<file path="src/hdl/mrfc_pkg.sv">
// Shared constants, codes and the CRC polynomial and seed for the meter response frame checker.
package mrfc_pkg;

    localparam int MAX_FRAME_BYTES = 64;
    localparam int COUNT_W         = 7;
    localparam int STATUS_W        = 3;
    localparam int CRC_W           = 16;
    localparam int ADDR_W          = 32;
    localparam int BYTE_W          = 8;
    localparam int CFG_INDEX_W     = 1;
    localparam int CFG_DATA_W      = 32;
    localparam int S_TDATA_W       = 8;
    localparam int M_TDATA_W       = 16;

    localparam logic [CRC_W-1:0]   CRC_POLY      = 16'hA001;
    localparam logic [CRC_W-1:0]   CRC_INIT      = 16'hFFFF;
    localparam logic [COUNT_W-1:0] MIN_LEN_EXCL  = 7'd6;
    localparam logic [COUNT_W-1:0] COUNT_MAX     = COUNT_W'(MAX_FRAME_BYTES);
    localparam logic [COUNT_W-1:0] ADDR_BYTES    = 7'd4;

    localparam logic [CFG_INDEX_W-1:0] REG_DEVICE_ADDRESS   = 1'b0;
    localparam logic [CFG_INDEX_W-1:0] REG_EXPECTED_COMMAND = 1'b1;

    localparam logic [STATUS_W-1:0] STATUS_OK        = 3'd0;
    localparam logic [STATUS_W-1:0] STATUS_TOO_SHORT = 3'd1;
    localparam logic [STATUS_W-1:0] STATUS_CRC_ERR   = 3'd2;
    localparam logic [STATUS_W-1:0] STATUS_ADDR_ERR  = 3'd3;
    localparam logic [STATUS_W-1:0] STATUS_CMD_ERR   = 3'd4;

    typedef struct packed {
        logic [STATUS_W-1:0] status;
        logic [COUNT_W-1:0]  frame_length;
    } result_t;

endpackage

</file>
<file path="src/hdl/meter_response_frame_check_top.sv">
// Top level of the meter response frame checker.
// Takes one frame byte per cycle while s_tready is high and keeps the frame state in registers; the CRC step,
// the tail delay line and the checks sit between the frame registers and the result
// register, so the result of a frame appears in the cycle after its last byte is accepted.
// s_tready stays high while the result register is free or being drained; when a result
// waits, bytes that are not the last of a frame are still taken, and only a last byte
// stalls. Bytes past 64 kept bytes are ignored but a flagged one still ends the frame.
module meter_response_frame_check_top
(
    input  logic                                clk,
    input  logic                                rst_n,
    input  logic                                cfg_wen,
    input  logic [mrfc_pkg::CFG_INDEX_W-1:0]    cfg_index,
    input  logic [mrfc_pkg::CFG_DATA_W-1:0]     cfg_data,
    input  logic                                s_tvalid,
    output logic                                s_tready,
    input  logic [mrfc_pkg::S_TDATA_W-1:0]      s_tdata,    // [7:0] rx_byte
    input  logic                                s_tlast,    // last_byte
    output logic                                m_tvalid,
    input  logic                                m_tready,
    output logic [mrfc_pkg::M_TDATA_W-1:0]      m_tdata     // [2:0] status, [9:3] frame_length
);

    logic [mrfc_pkg::ADDR_W-1:0]  dev_addr_reg;
    logic [mrfc_pkg::BYTE_W-1:0]  exp_cmd_reg;

    logic [mrfc_pkg::CRC_W-1:0]   crc_reg,   crc_next;
    logic [mrfc_pkg::CRC_W-1:0]   tail_reg,  tail_next;
    logic [mrfc_pkg::COUNT_W-1:0] count_reg, count_next;
    logic [mrfc_pkg::ADDR_W-1:0]  addr_reg,  addr_next;
    logic [mrfc_pkg::BYTE_W-1:0]  cmd_reg,   cmd_next;

    logic                         out_valid_reg, out_valid_next;
    mrfc_pkg::result_t            result_reg,    result_next;

    logic                         accept;
    logic                         keep;
    logic [mrfc_pkg::CRC_W-1:0]   crc_fed;
    logic [mrfc_pkg::CRC_W-1:0]   crc_eff;
    logic [mrfc_pkg::CRC_W-1:0]   tail_eff;
    logic [mrfc_pkg::COUNT_W-1:0] count_eff;
    logic [mrfc_pkg::ADDR_W-1:0]  addr_eff;
    logic [mrfc_pkg::BYTE_W-1:0]  cmd_eff;
    logic [mrfc_pkg::CRC_W-1:0]   rx_crc;

    assign s_tready = !out_valid_reg || m_tready || !s_tlast;
    assign accept   = s_tvalid && s_tready;
    assign keep     = count_reg < mrfc_pkg::COUNT_MAX;

    mrfc_crc_step u_crc_step
    (
        .crc_in  (crc_reg),
        .data_in (tail_reg[mrfc_pkg::CRC_W-1:mrfc_pkg::BYTE_W]),
        .crc_out (crc_fed)
    );

    always_comb
    begin
        crc_eff   = crc_reg;
        tail_eff  = tail_reg;
        count_eff = count_reg;
        addr_eff  = addr_reg;
        cmd_eff   = cmd_reg;
        if (keep)
        begin
            if (count_reg >= 7'd2)
            begin
                crc_eff = crc_fed;
            end
            tail_eff  = {tail_reg[mrfc_pkg::BYTE_W-1:0], s_tdata};
            count_eff = count_reg + 7'd1;
            if (count_reg < mrfc_pkg::ADDR_BYTES)
            begin
                addr_eff = {addr_reg[mrfc_pkg::ADDR_W-mrfc_pkg::BYTE_W-1:0], s_tdata};
            end
            else if (count_reg == mrfc_pkg::ADDR_BYTES)
            begin
                cmd_eff = s_tdata;
            end
        end

        rx_crc = {tail_eff[mrfc_pkg::BYTE_W-1:0], tail_eff[mrfc_pkg::CRC_W-1:mrfc_pkg::BYTE_W]};

        result_next.frame_length = count_eff;
        priority if (count_eff <= mrfc_pkg::MIN_LEN_EXCL)
        begin
            result_next.status = mrfc_pkg::STATUS_TOO_SHORT;
        end
        else if (crc_eff != rx_crc)
        begin
            result_next.status = mrfc_pkg::STATUS_CRC_ERR;
        end
        else if (addr_eff != dev_addr_reg)
        begin
            result_next.status = mrfc_pkg::STATUS_ADDR_ERR;
        end
        else if (cmd_eff != exp_cmd_reg)
        begin
            result_next.status = mrfc_pkg::STATUS_CMD_ERR;
        end
        else
        begin
            result_next.status = mrfc_pkg::STATUS_OK;
        end

        crc_next   = crc_reg;
        tail_next  = tail_reg;
        count_next = count_reg;
        addr_next  = addr_reg;
        cmd_next   = cmd_reg;
        if (accept)
        begin
            if (s_tlast)
            begin
                crc_next   = mrfc_pkg::CRC_INIT;
                tail_next  = '0;
                count_next = '0;
                addr_next  = '0;
                cmd_next   = '0;
            end
            else
            begin
                crc_next   = crc_eff;
                tail_next  = tail_eff;
                count_next = count_eff;
                addr_next  = addr_eff;
                cmd_next   = cmd_eff;
            end
        end

        out_valid_next = out_valid_reg && !m_tready;
        if (accept && s_tlast)
        begin
            out_valid_next = 1'b1;
        end
    end

    // hold configuration
    always_ff @(posedge clk or negedge rst_n)
    begin
        if (!rst_n)
        begin
            dev_addr_reg <= '0;
            exp_cmd_reg  <= '0;
        end
        else if (cfg_wen)
        begin
            unique case (cfg_index)
                mrfc_pkg::REG_DEVICE_ADDRESS:
                begin
                    dev_addr_reg <= cfg_data;
                end
                mrfc_pkg::REG_EXPECTED_COMMAND:
                begin
                    exp_cmd_reg <= cfg_data[mrfc_pkg::BYTE_W-1:0];
                end
                default:
                begin
                    dev_addr_reg <= dev_addr_reg;
                end
            endcase
        end
    end

    always_ff @(posedge clk or negedge rst_n)
    begin
        if (!rst_n)
        begin
            crc_reg       <= mrfc_pkg::CRC_INIT;
            tail_reg      <= '0;
            count_reg     <= '0;
            addr_reg      <= '0;
            cmd_reg       <= '0;
            out_valid_reg <= 1'b0;
        end
        else
        begin
            crc_reg       <= crc_next;
            tail_reg      <= tail_next;
            count_reg     <= count_next;
            addr_reg      <= addr_next;
            cmd_reg       <= cmd_next;
            out_valid_reg <= out_valid_next;
        end
    end

    // load result on the last byte of a frame
    always_ff @(posedge clk)
    begin
        if (accept && s_tlast)
        begin
            result_reg <= result_next;
        end
    end

    assign m_tvalid = out_valid_reg;
    assign m_tdata  = {{(mrfc_pkg::M_TDATA_W-mrfc_pkg::STATUS_W-mrfc_pkg::COUNT_W){1'b0}},
                       result_reg.frame_length, result_reg.status};

endmodule

</file>
<file path="src/hdl/mrfc_crc_step.sv">
// One byte of reflected CRC-16 (poly 0xA001), unrolled over eight bit steps.
module mrfc_crc_step
(
    input  logic [mrfc_pkg::CRC_W-1:0]  crc_in,
    input  logic [mrfc_pkg::BYTE_W-1:0] data_in,
    output logic [mrfc_pkg::CRC_W-1:0]  crc_out
);

    always_comb
    begin
        logic [mrfc_pkg::CRC_W-1:0] c;
        c = crc_in ^ {{(mrfc_pkg::CRC_W-mrfc_pkg::BYTE_W){1'b0}}, data_in};
        for (int k = 0; k < mrfc_pkg::BYTE_W; k++)
        begin
            if (c[0])
            begin
                c = (c >> 1) ^ mrfc_pkg::CRC_POLY;
            end
            else
            begin
                c = c >> 1;
            end
        end
        crc_out = c;
    end

endmodule
</file>
<file path="config.mk">
export PLATFORM = sky130hd
export DESIGN_NAME = meter_response_frame_check_top
export DESIGN_NICKNAME = d
export VERILOG_FILES = /design/src/hdl/mrfc_pkg.sv /design/src/hdl/meter_response_frame_check_top.sv /design/src/hdl/mrfc_crc_step.sv
export SDC_FILE = /design/constraint.sdc
export NUM_CORES = 1
export LEC_CHECK = 0
export CORE_MARGIN = 2
export CORE_UTILIZATION = 60
export CTS_CLUSTER_DIAMETER = 120
export DETAILED_ROUTE_END_ITERATION = 16
export DONT_BUFFER_PORTS = 1
export HOLD_SLACK_MARGIN = 0.1
export MAX_ROUTING_LAYER = met4
export PLACE_DENSITY = 0.85
export SETUP_SLACK_MARGIN = 0.15
export SYNTH_ARGS = -nofsm -noshare
export SYNTH_HDL_FRONTEND = slang
export SYNTH_SLANG_ARGS = --single-unit
</file>
<file path="constraint.sdc">
create_clock -name clk -period 4.25 [get_ports clk]
set_input_delay 0.425 -clock clk [delete_from_list [all_inputs] [get_ports clk]]
set_output_delay 0.425 -clock clk [all_outputs]
set_load 0.005 [all_outputs]
</file>
### Yosys cells after proc, flatten, opt, wreduce, memory -nomap -nowiden

Index checks and enable logic that the tools add are counted.
W data, S select, Z words.

* register bits after elaboration: 130
* bits in latches: 0
* bits in writable memories: 0
* ROM bits: 0
* bits of input ports: 47
* output and inout bits: 18
* word-level logic and storage cells: 67
* memories: 0

* add/sub/neg operators: 1
* multiply operators: 0
* divide/modulo/power cells: 0
* order comparisons: 4
* eq/ne operators: 4
* shift-type cells: 0
* mux-type cells: 26
* bitwise gates (word level): 10
* reductions and logical operators: 11

Operators by type and width (number)
* $mux W16: 13
* $mux W32: 3
* $mux W8: 4
* $ne A32 B32 Y1: 1
* $not A2 Y3: 8
* $ne A16 B16 Y1: 1
* $xor A16 B8 Y16: 1
* $mux W7: 2
* $ne A8 B8 Y1: 1
* $add A7 B1 Y7 const B: 1
* $eq A7 B3 Y1 const B: 1
* $ge A7 B2 Y1 const B: 1
* $le A7 B3 Y1 const B: 1
* $lt A7 B3 Y1 const B: 1
* $lt A7 B7 Y1 const B: 1
* $mux W2: 2
* $reduce_and A2 Y1: 2
* $logic_and A1 B1 Y1: 3
* $logic_not A1 Y1: 3
* $mux W3: 1
* $reduce_or A3 Y1: 1
* $logic_or A1 B1 Y1: 2
* $mux W1: 1
* $not A1 Y1: 1

### Logic depth before layout (Yosys ltp)

Gate-level depths: netlist of the first run.

* word-level depth: 21
* gate-level depth with buffers: 12
* depth with buffers taken out: 9

### Hierarchy

Synthesis of the first run repeated with hierarchy kept, for this count alone.

* cell total of the unflattened synthesis: 674
* area total of the unflattened synthesis: 7133.1 sq um

Modules (own cells, without submodules)
* meter_response_frame_check_top: times used 1, cells each 645, area an instance 6849.1 sq um, seq. area each 3323.2 sq um
* mrfc_crc_step: times used 1, cells each 29, area an instance 284.0 sq um, seq. area each 0.0 sq um

### Least setup slack after synthesis of the first run

Ideal clock, no wire load.

* kind: reg2reg
* from: register count_reg[3] (netlist bit)
* to: register result_reg, in the netlist m_tdata[1] (data pin)
* library setup time: 0.277 ns
* arrival: 2.653 ns
* required time: 3.973 ns
* setup slack: 1.320 ns
* stages on the path, launching flop included: 12
* path buffers: 3
* clock period less this slack: 2.930 ns
* cells stage by stage: dfrtp_1 buf_6 or4_4 buf_6 or2_0 buf_6 mux2i_1 xnor2_1 or4_1 a22o_1 nor4_4 a21oi_1

* cells in the longest elaborated chain, start to end: 6
* elaborated cells between the ends (all ways): 15
* those cells by class: add/sub: 1; order compare: 4; eq/ne: 2; mux: 8

RTL lines
* start: declaration: line meter_response_frame_check_top.sv:29 `logic [mrfc_pkg::COUNT_W-1:0] count_reg, count_next;`
* start signal: assignment: line meter_response_frame_check_top.sv:180 `count_reg <= count_next;`
* $lt A7 B3 Y1: line meter_response_frame_check_top.sv:72 `if (count_reg < mrfc_pkg::ADDR_BYTES)`
* $mux W32: line meter_response_frame_check_top.sv:72
* $mux W32: line meter_response_frame_check_top.sv:64 `if (keep)`
* $ne A32 B32 Y1: line meter_response_frame_check_top.sv:93 `else if (addr_eff != dev_addr_reg)`
* $mux W2: line meter_response_frame_check_top.sv:93
* $mux W2: line meter_response_frame_check_top.sv:89 `else if (crc_eff != rx_crc)`
* end signal: assignment: line meter_response_frame_check_top.sv:192 `result_reg <= result_next;`
* end: declaration: line meter_response_frame_check_top.sv:34 `mrfc_pkg::result_t result_reg, result_next;`

Parallel ways exist; a longest one is shown, timed or not.
A chain may end at the register's enable or synchronous reset.

### Final worst setup path of the first run

Same ends and word-level chain as after synthesis.

==> flow_metrics.py, run 1 <==
metrics = {
    "sta": {
        "worstMarginPinSlew_ns": 1.19,
        "final.setup.tns_ns": 0,
        "final-setup-viol-count": 0,
        "holdWs_ns": 0.126,
        "slew_viol_final": 0,
        "fin_crit_ns": 3.57,
        "fmax_ghz": 0.280,
        "hold_viol_final": 0,
        "worst_clock_skew_ns": 0.0102,
        "relSlewSlack_pct": 20.7,
        "rsz0062_at_grt": "no",
        "fin_crit_sh_pct": 83.9,
    },
    "floorplan": {
        "die_h_um": 111,
        "coreArea_mm2": 0.0113,
        "io_pins": 65,
        "fp.dieArea_mm2": 0.0123,
        "die-width_um": 111,
        "initial_core_util_pct": 60.9,
        "num_rows": 39,
    },
    "setup_path": {
        "r2r_slack_ns": 0.68,
        "r2r-start": "count_reg[3]",
        "end_kind": "register",
        "setup.worst_path.start_class": "register",
        "cp.required_ns": 4.40,
        "crit_arrival_ns": 3.71,
        "crit_family": "simple AND/OR/NAND/NOR gates",
        "critPathSlowestCell": "a2111oi_0",
        "path_buf_inv": 0,
        "path_cells": "or4_4 -> nand2b_1 -> nor4_1 -> nor3_1 -> a2111oi_0 -> and4_1 -> a21oi_1",
        "r2r-end": "m_tdata[1]",
        "cpPeakStageDelay_ns": 0.80,
        "path_max_fanout": 18,
        "path_class": "register to register",
        "reg2regPathDepth": 7,
    },
    "grt": {
        "gr-total-overflow": 0,
        "antenna_found_initial": 0,
        "grt_pass1_wl_um": 29300,
        "grt.total_usage_pct": 32.0,
        "grt_pass1_vias": 5251,
        "grt_max_degree": 121,
    },
    "drt": {
        "routedWlPerCell_um": 22.8,
        "drt_first_pass_iters": 5,
        "dr.first_iter.drc_count": 499,
        "drtAntennaViolNets": 0,
        "vias": 5348,
        "vias_per_cell": 6.65,
        "drc_errors": 0,
        "wl_um": 18300,
    },
    "layout": {
        "area_delta_synth_final_pct": 10.4,
        "fillCellCount": 824,
        "drive_gt1_share_pct": 13.6,
        "fin_util_pct": 67.3,
        "layout_common_cells": "dfrtp_1, a22o_1, nand2_1, xnor2_1, inv_1",
        "diodes": 0,
        "final_common_cell": "dfrtp_1",
        "nets": 697,
    },
    "synthesis": {
        "syn_area_mm2": 0.00687,
        "synth-seq-cells": 130,
        "synth_edf_count": 10,
        "syn_inst": 657,
        "async_reset_ff_share_pct": 92.3,
        "synthFlopType": "dfrtp_1",
        "yosys_warnings": 0,
        "yosysUniqueCellTypes": 56,
        "post_synth.cell_area_avg_um2": 10.5,
        "ys_seq_area_share_pct": 48.4,
    },
    "placed_design": {
        "hpwl_um": 12600,
        "gp_congestion": 1.05,
        "io_buffers": 0,
    },
    "clocking": {
        "clk_path_buf_depth": 2,
        "ctsHtreeMaxLevel": 4,
        "cts_made_buffers": 17,
        "tritoncts": "built",
        "cts_root_buf": "clkbuf_16",
        "path_clk_slew_ns": 0.06,
        "insertion_delay_ns": 0.43,
        "clock-sinks": 130,
        "cts_resized": 0,
    },
    "worst_hold_path": {
        "min_path_type": "primary input to register",
        "whs_path_depth": 2,
        "worstHoldEndpoint": "dev_addr_reg[29]",
        "hold_start": "cfg_data[29]",
    },
    "flow_run": {
        "maxCapViolCount": 0,
    },
    "power_and_ir_drop": {
        "p_total_w": 0.00469,
        "p_leak_nw": 3.20,
        "p_per_area_mw_per_mm2": 618,
        "ir_drop_mv": 0.573,
    },
    "status": {
        "status": "completed",
    },
}
-- cell type report --
| class | instances | area [um^2] | share of cell area [%] |
|---|---|---|---|
| clock inverters | 10 | 120 | 1.58 |
| multi-input cells | 455 | 3240 | 42.8 |
| well taps | 143 | 179 | 2.36 |
| clock buffers | 22 | 495 | 6.53 |
| inverters | 35 | 131 | 1.73 |
| repair buffers | 9 | 92.6 | 1.22 |
| flip-flops and latches | 130 | 3320 | 43.8 |
-- synth_stat cells, drive strengths merged (3+ instances only) --
cell / instances / area share [%]
edfxtp: 10 / 4.4
mux2: 31 / 5.1
nor4: 16 / 1.7
o22a: 8 / 1.0
o31ai: 3 / 0.33
a31oi: 10 / 0.91
dfstp: 16 / 6.1
o22ai: 15 / 1.4
o211ai: 5 / 0.55
nand2b: 4 / 0.36
nor2b: 4 / 0.36
dfrtp: 104 / 38
a21o: 3 / 0.33
nor3: 9 / 0.66
mux2i: 18 / 2.6
and3: 3 / 0.27
o21ai: 33 / 2.4
inv: 35 / 1.9
xor2: 33 / 4.2
nand3: 5 / 0.36
a22oi: 11 / 1.2
nor2: 32 / 1.7
nand2: 47 / 2.6
xnor2: 47 / 6.0
a22o: 49 / 6.2
clkbuf: 29 / 1.6
a21oi: 26 / 1.9
buf: 13 / 1.4
nand4: 9 / 0.82
-- worst register-to-register path: stages (launching register included) --
cell and delay (ns):
dfrtp_1 0.47, or4_4 0.62, nand2b_1 0.52, nor4_1 0.41, nor3_1 0.07, a2111oi_0 0.80
and4_1 0.33, a21oi_1 0.07
-- how the worst max path moves through the flow --
stage,cells after the start,startpoint,endpoint
global route,7,count_reg[3],m_tdata[0]
detailed placement,7,count_reg[3],m_tdata[1]
global placement,7,count_reg[3],m_tdata[1]
finish,7,count_reg[3],m_tdata[1]
CTS,7,count_reg[3],m_tdata[1]
floorplan,11,count_reg[3],m_tdata[1]
-- where the power goes --
group          internal [W]  switching [W]
clock              0.000948       0.000556
sequential          0.00150       0.000268
combinational      0.000617       0.000798
-- metrics by stage --
| step | instances | instance area [um^2] | setup WS [ns] |
|---|---|---|---|
| 2_1_floorplan | 662 | 6890 | 1.32 |
| 3_3_place_gp | 769 | 6920 | 0.829 |
| 3_5_place_dp | 769 | 6920 | 0.777 |
| 4_1_cts | 804 | 7580 | 0.762 |
| 5_1_grt | 804 | 7580 | 0.579 |
| 6_report | 804 | 7580 | 0.685 |
-- metal layers --
metal  track usage (%)  vias to the layer above  part of all wire, %  wire length [um]
met5                 -                        -                    0                 0
met4              14.6                        0                  3.9               712
met3              7.00                       60                  8.1              1480
met2              48.6                      290                   48              8700
met1              41.5                     2646                   41              7420
li1                  -                     2352                    -                 -
-- repair_timing --
item,in CTS,in global routing
setup buffers,0,0
hold buffers,3,0
hold endpoints to repair,129,0
-- cell families (layout without fill, tap and decap cells) --
family / Yosys count / after routing / share of synthesized area (%)
adders and majority gates: 2 / 2 / 0.364
other: 1 / 6 / 0.0546
AOI/OAI and AO/OA: 177 / 177 / 18.0
buffers and inverters: 77 / 76 / 4.88
and+or+nand+nor: 140 / 140 / 10.1
xor gates and xnor gates: 81 / 81 / 10.5
muxes: 49 / 49 / 7.70
DFF: 130 / 130 / 48.4
(Power assumes the default switching activity.)
==> run 2, diff against run 1 <==
==> constraint.sdc (replaced) <==
create_clock -name clk -period 3.4 [get_ports clk]
set_input_delay 0.34 -clock clk [delete_from_list [all_inputs] [get_ports clk]]
set_output_delay 0.34 -clock clk [all_outputs]
set_load 0.005 [all_outputs]
==> flow_metrics.py, run 2 (synthesis gave the netlist of run 1 again) <==
metrics = {
    "sta": {
        "final-setup-viol-count": 0,
        "slew_viol_final": 0,
        "worstMarginPinSlew_ns": 1.19,
        "worst_clock_skew_ns": 0.00782,
        "relSlewSlack_pct": 20.4,
        "hold_viol_final": 0,
        "fmax_ghz": 0.325,
        "fin_crit_ns": 3.08,
        "final.setup.tns_ns": 0,
        "rsz0062_at_grt": "no",
        "fin_crit_sh_pct": 90.5,
    },
    "grt": {
        "grt_pass1_vias": 5793,
        "grt_pass1_wl_um": 32000,
        "grt.total_usage_pct": 34.7,
        "grt_max_degree": 121,
        "antenna_found_initial": 0,
        "gr-total-overflow": 0,
    },
    "drt": {
        "drtAntennaViolNets": 0,
        "vias_per_cell": 6.62,
        "dr.first_iter.drc_count": 613,
        "drc_errors": 0,
        "drt_first_pass_iters": 5,
        "wl_um": 19900,
        "vias": 5625,
        "dr_wl_met2_um": 9640,
        "wl_met3_um": 1640,
        "met1Wirelength_um": 7710,
        "highest_layer": "met4",
        "routedWlPerCell_um": 23.4,
    },
    "layout": {
        "diodes": 0,
        "drive_gt1_share_pct": 14.0,
        "fillCellCount": 776,
        "layout_common_cells": "dfrtp_1, a22o_1, nand2_1, xnor2_1, dlygate4sd3_1",
        "area_delta_synth_final_pct": 17.5,
        "final_common_cell": "dfrtp_1",
        "nets": 743,
    },
    "power_and_ir_drop": {
        "p_total_w": 0.00605,
        "p_leak_nw": 3.40,
        "p_per_area_mw_per_mm2": 750,
        "ir_drop_mv": 0.588,
    },
    "placed_design": {
        "hpwl_um": 12800,
        "io_buffers": 0,
        "gp_congestion": 0.958,
    },
    "floorplan": {
        "coreArea_mm2": 0.0113,
        "initial_core_util_pct": 60.9,
        "io_pins": 65,
        "die_h_um": 111,
        "fp.dieArea_mm2": 0.0123,
        "die-width_um": 111,
        "num_rows": 39,
    },
    "setup_path": {
        "path_cells": "xnor2_1 -> xor2_1 -> xnor3_1 -> xnor2_1 -> a22oi_1 -> a31oi_1 -> nor4_4 -> a21oi_1",
        "path_buf_inv": 0,
        "critPathSlowestCell": "dfstp_2",
        "setup.worst_path.start_class": "register",
        "crit_arrival_ns": 3.24,
        "cp.required_ns": 3.57,
        "critPathMostFrequentCell": "xnor2_1",
        "cpPeakStageDelay_ns": 0.57,
        "path_max_fanout": 4,
        "end_kind": "register",
        "path_class": "register to register",
        "crit_family": "XOR/XNOR gates",
    },
    "clocking": {
        "ctsHtreeMaxLevel": 4,
        "clk_path_buf_depth": 2,
        "cts_made_buffers": 17,
        "cts_root_buf": "clkbuf_16",
        "tritoncts": "built",
        "insertion_delay_ns": 0.44,
        "clock-sinks": 130,
        "path_clk_slew_ns": 0.06,
    },
    "worst_hold_path": {
        "min_path_type": "primary input to register",
    },
    "flow_run": {
        "maxCapViolCount": 0,
    },
    "status": {
        "status": "completed",
    },
}
## run 2: per-layer routing
| layer | vias to the layer above | GRT usage (%) |
|---|---|---|
| met5 | - | - |
| met3 | 74 | 8.64 |
| met1 | 2786 | 42.7 |
| met4 | 0 | 16.8 |
| li1 | 2456 | - |
| met2 | 309 | 54.1 |
## run 2: final cells by class
| type | instances | area [um^2] | share of cell area, % |
|---|---|---|---|
| clock buffer | 23 | 520 | 6.45 |
| clock inverter | 9 | 115 | 1.43 |
| inverter | 35 | 131 | 1.63 |
| multi-input combinational | 455 | 3260 | 40.4 |
| sequential | 130 | 3320 | 41.2 |
| tap | 143 | 179 | 2.22 |
| timing repair buffer | 55 | 541 | 6.70 |
## run 2: metrics by stage
step                      utilization (%)  cells  hold WS [ns]  setup WS (ns)  area, um^2
final                                71.6    850         0.129          0.325        8070
after global routing                 71.6    850         0.143          0.159        8070
after CTS                            71.5    850         0.117          0.203        8060
after detailed placement             61.7    774        0.0484        0.00168        6960
after global placement               61.7    774        0.0481          0.174        6960
after floorplan                         -    662        0.0444          0.470        6890
## run 2: final timing paths
path / from / end / slack, ns / cells past startpoint
min: s_tdata[5] / cmd_reg[5] / 0.13 / 2
min reg2reg: cmd_reg[7] / cmd_reg[7] / 0.49 / 2
max in group asynchronous: rst_n / addr_reg[3] / 2.41 / 2
max: crc_reg[5] / m_tdata[1] / 0.32 / 8
max reg2reg: crc_reg[5] / m_tdata[1] / 0.32 / 8
min in group asynchronous: rst_n / tail_reg[15] / 0.48 / 2
## run 2: power by group
group	internal, W	switching, W
sequential	0.00188	0.000351
combinational	0.000857	0.00103
clock	0.00123	0.000710
total	0.00396	0.00209
## run 2: repair_timing
item                                    CTS  global route
hold buffers                             44             0
endpoints found under the setup margin    3             3
hold endpoints to repair                189             0
resized for setup                         2             4
cloned                                    0             0
setup buffers                             0             0
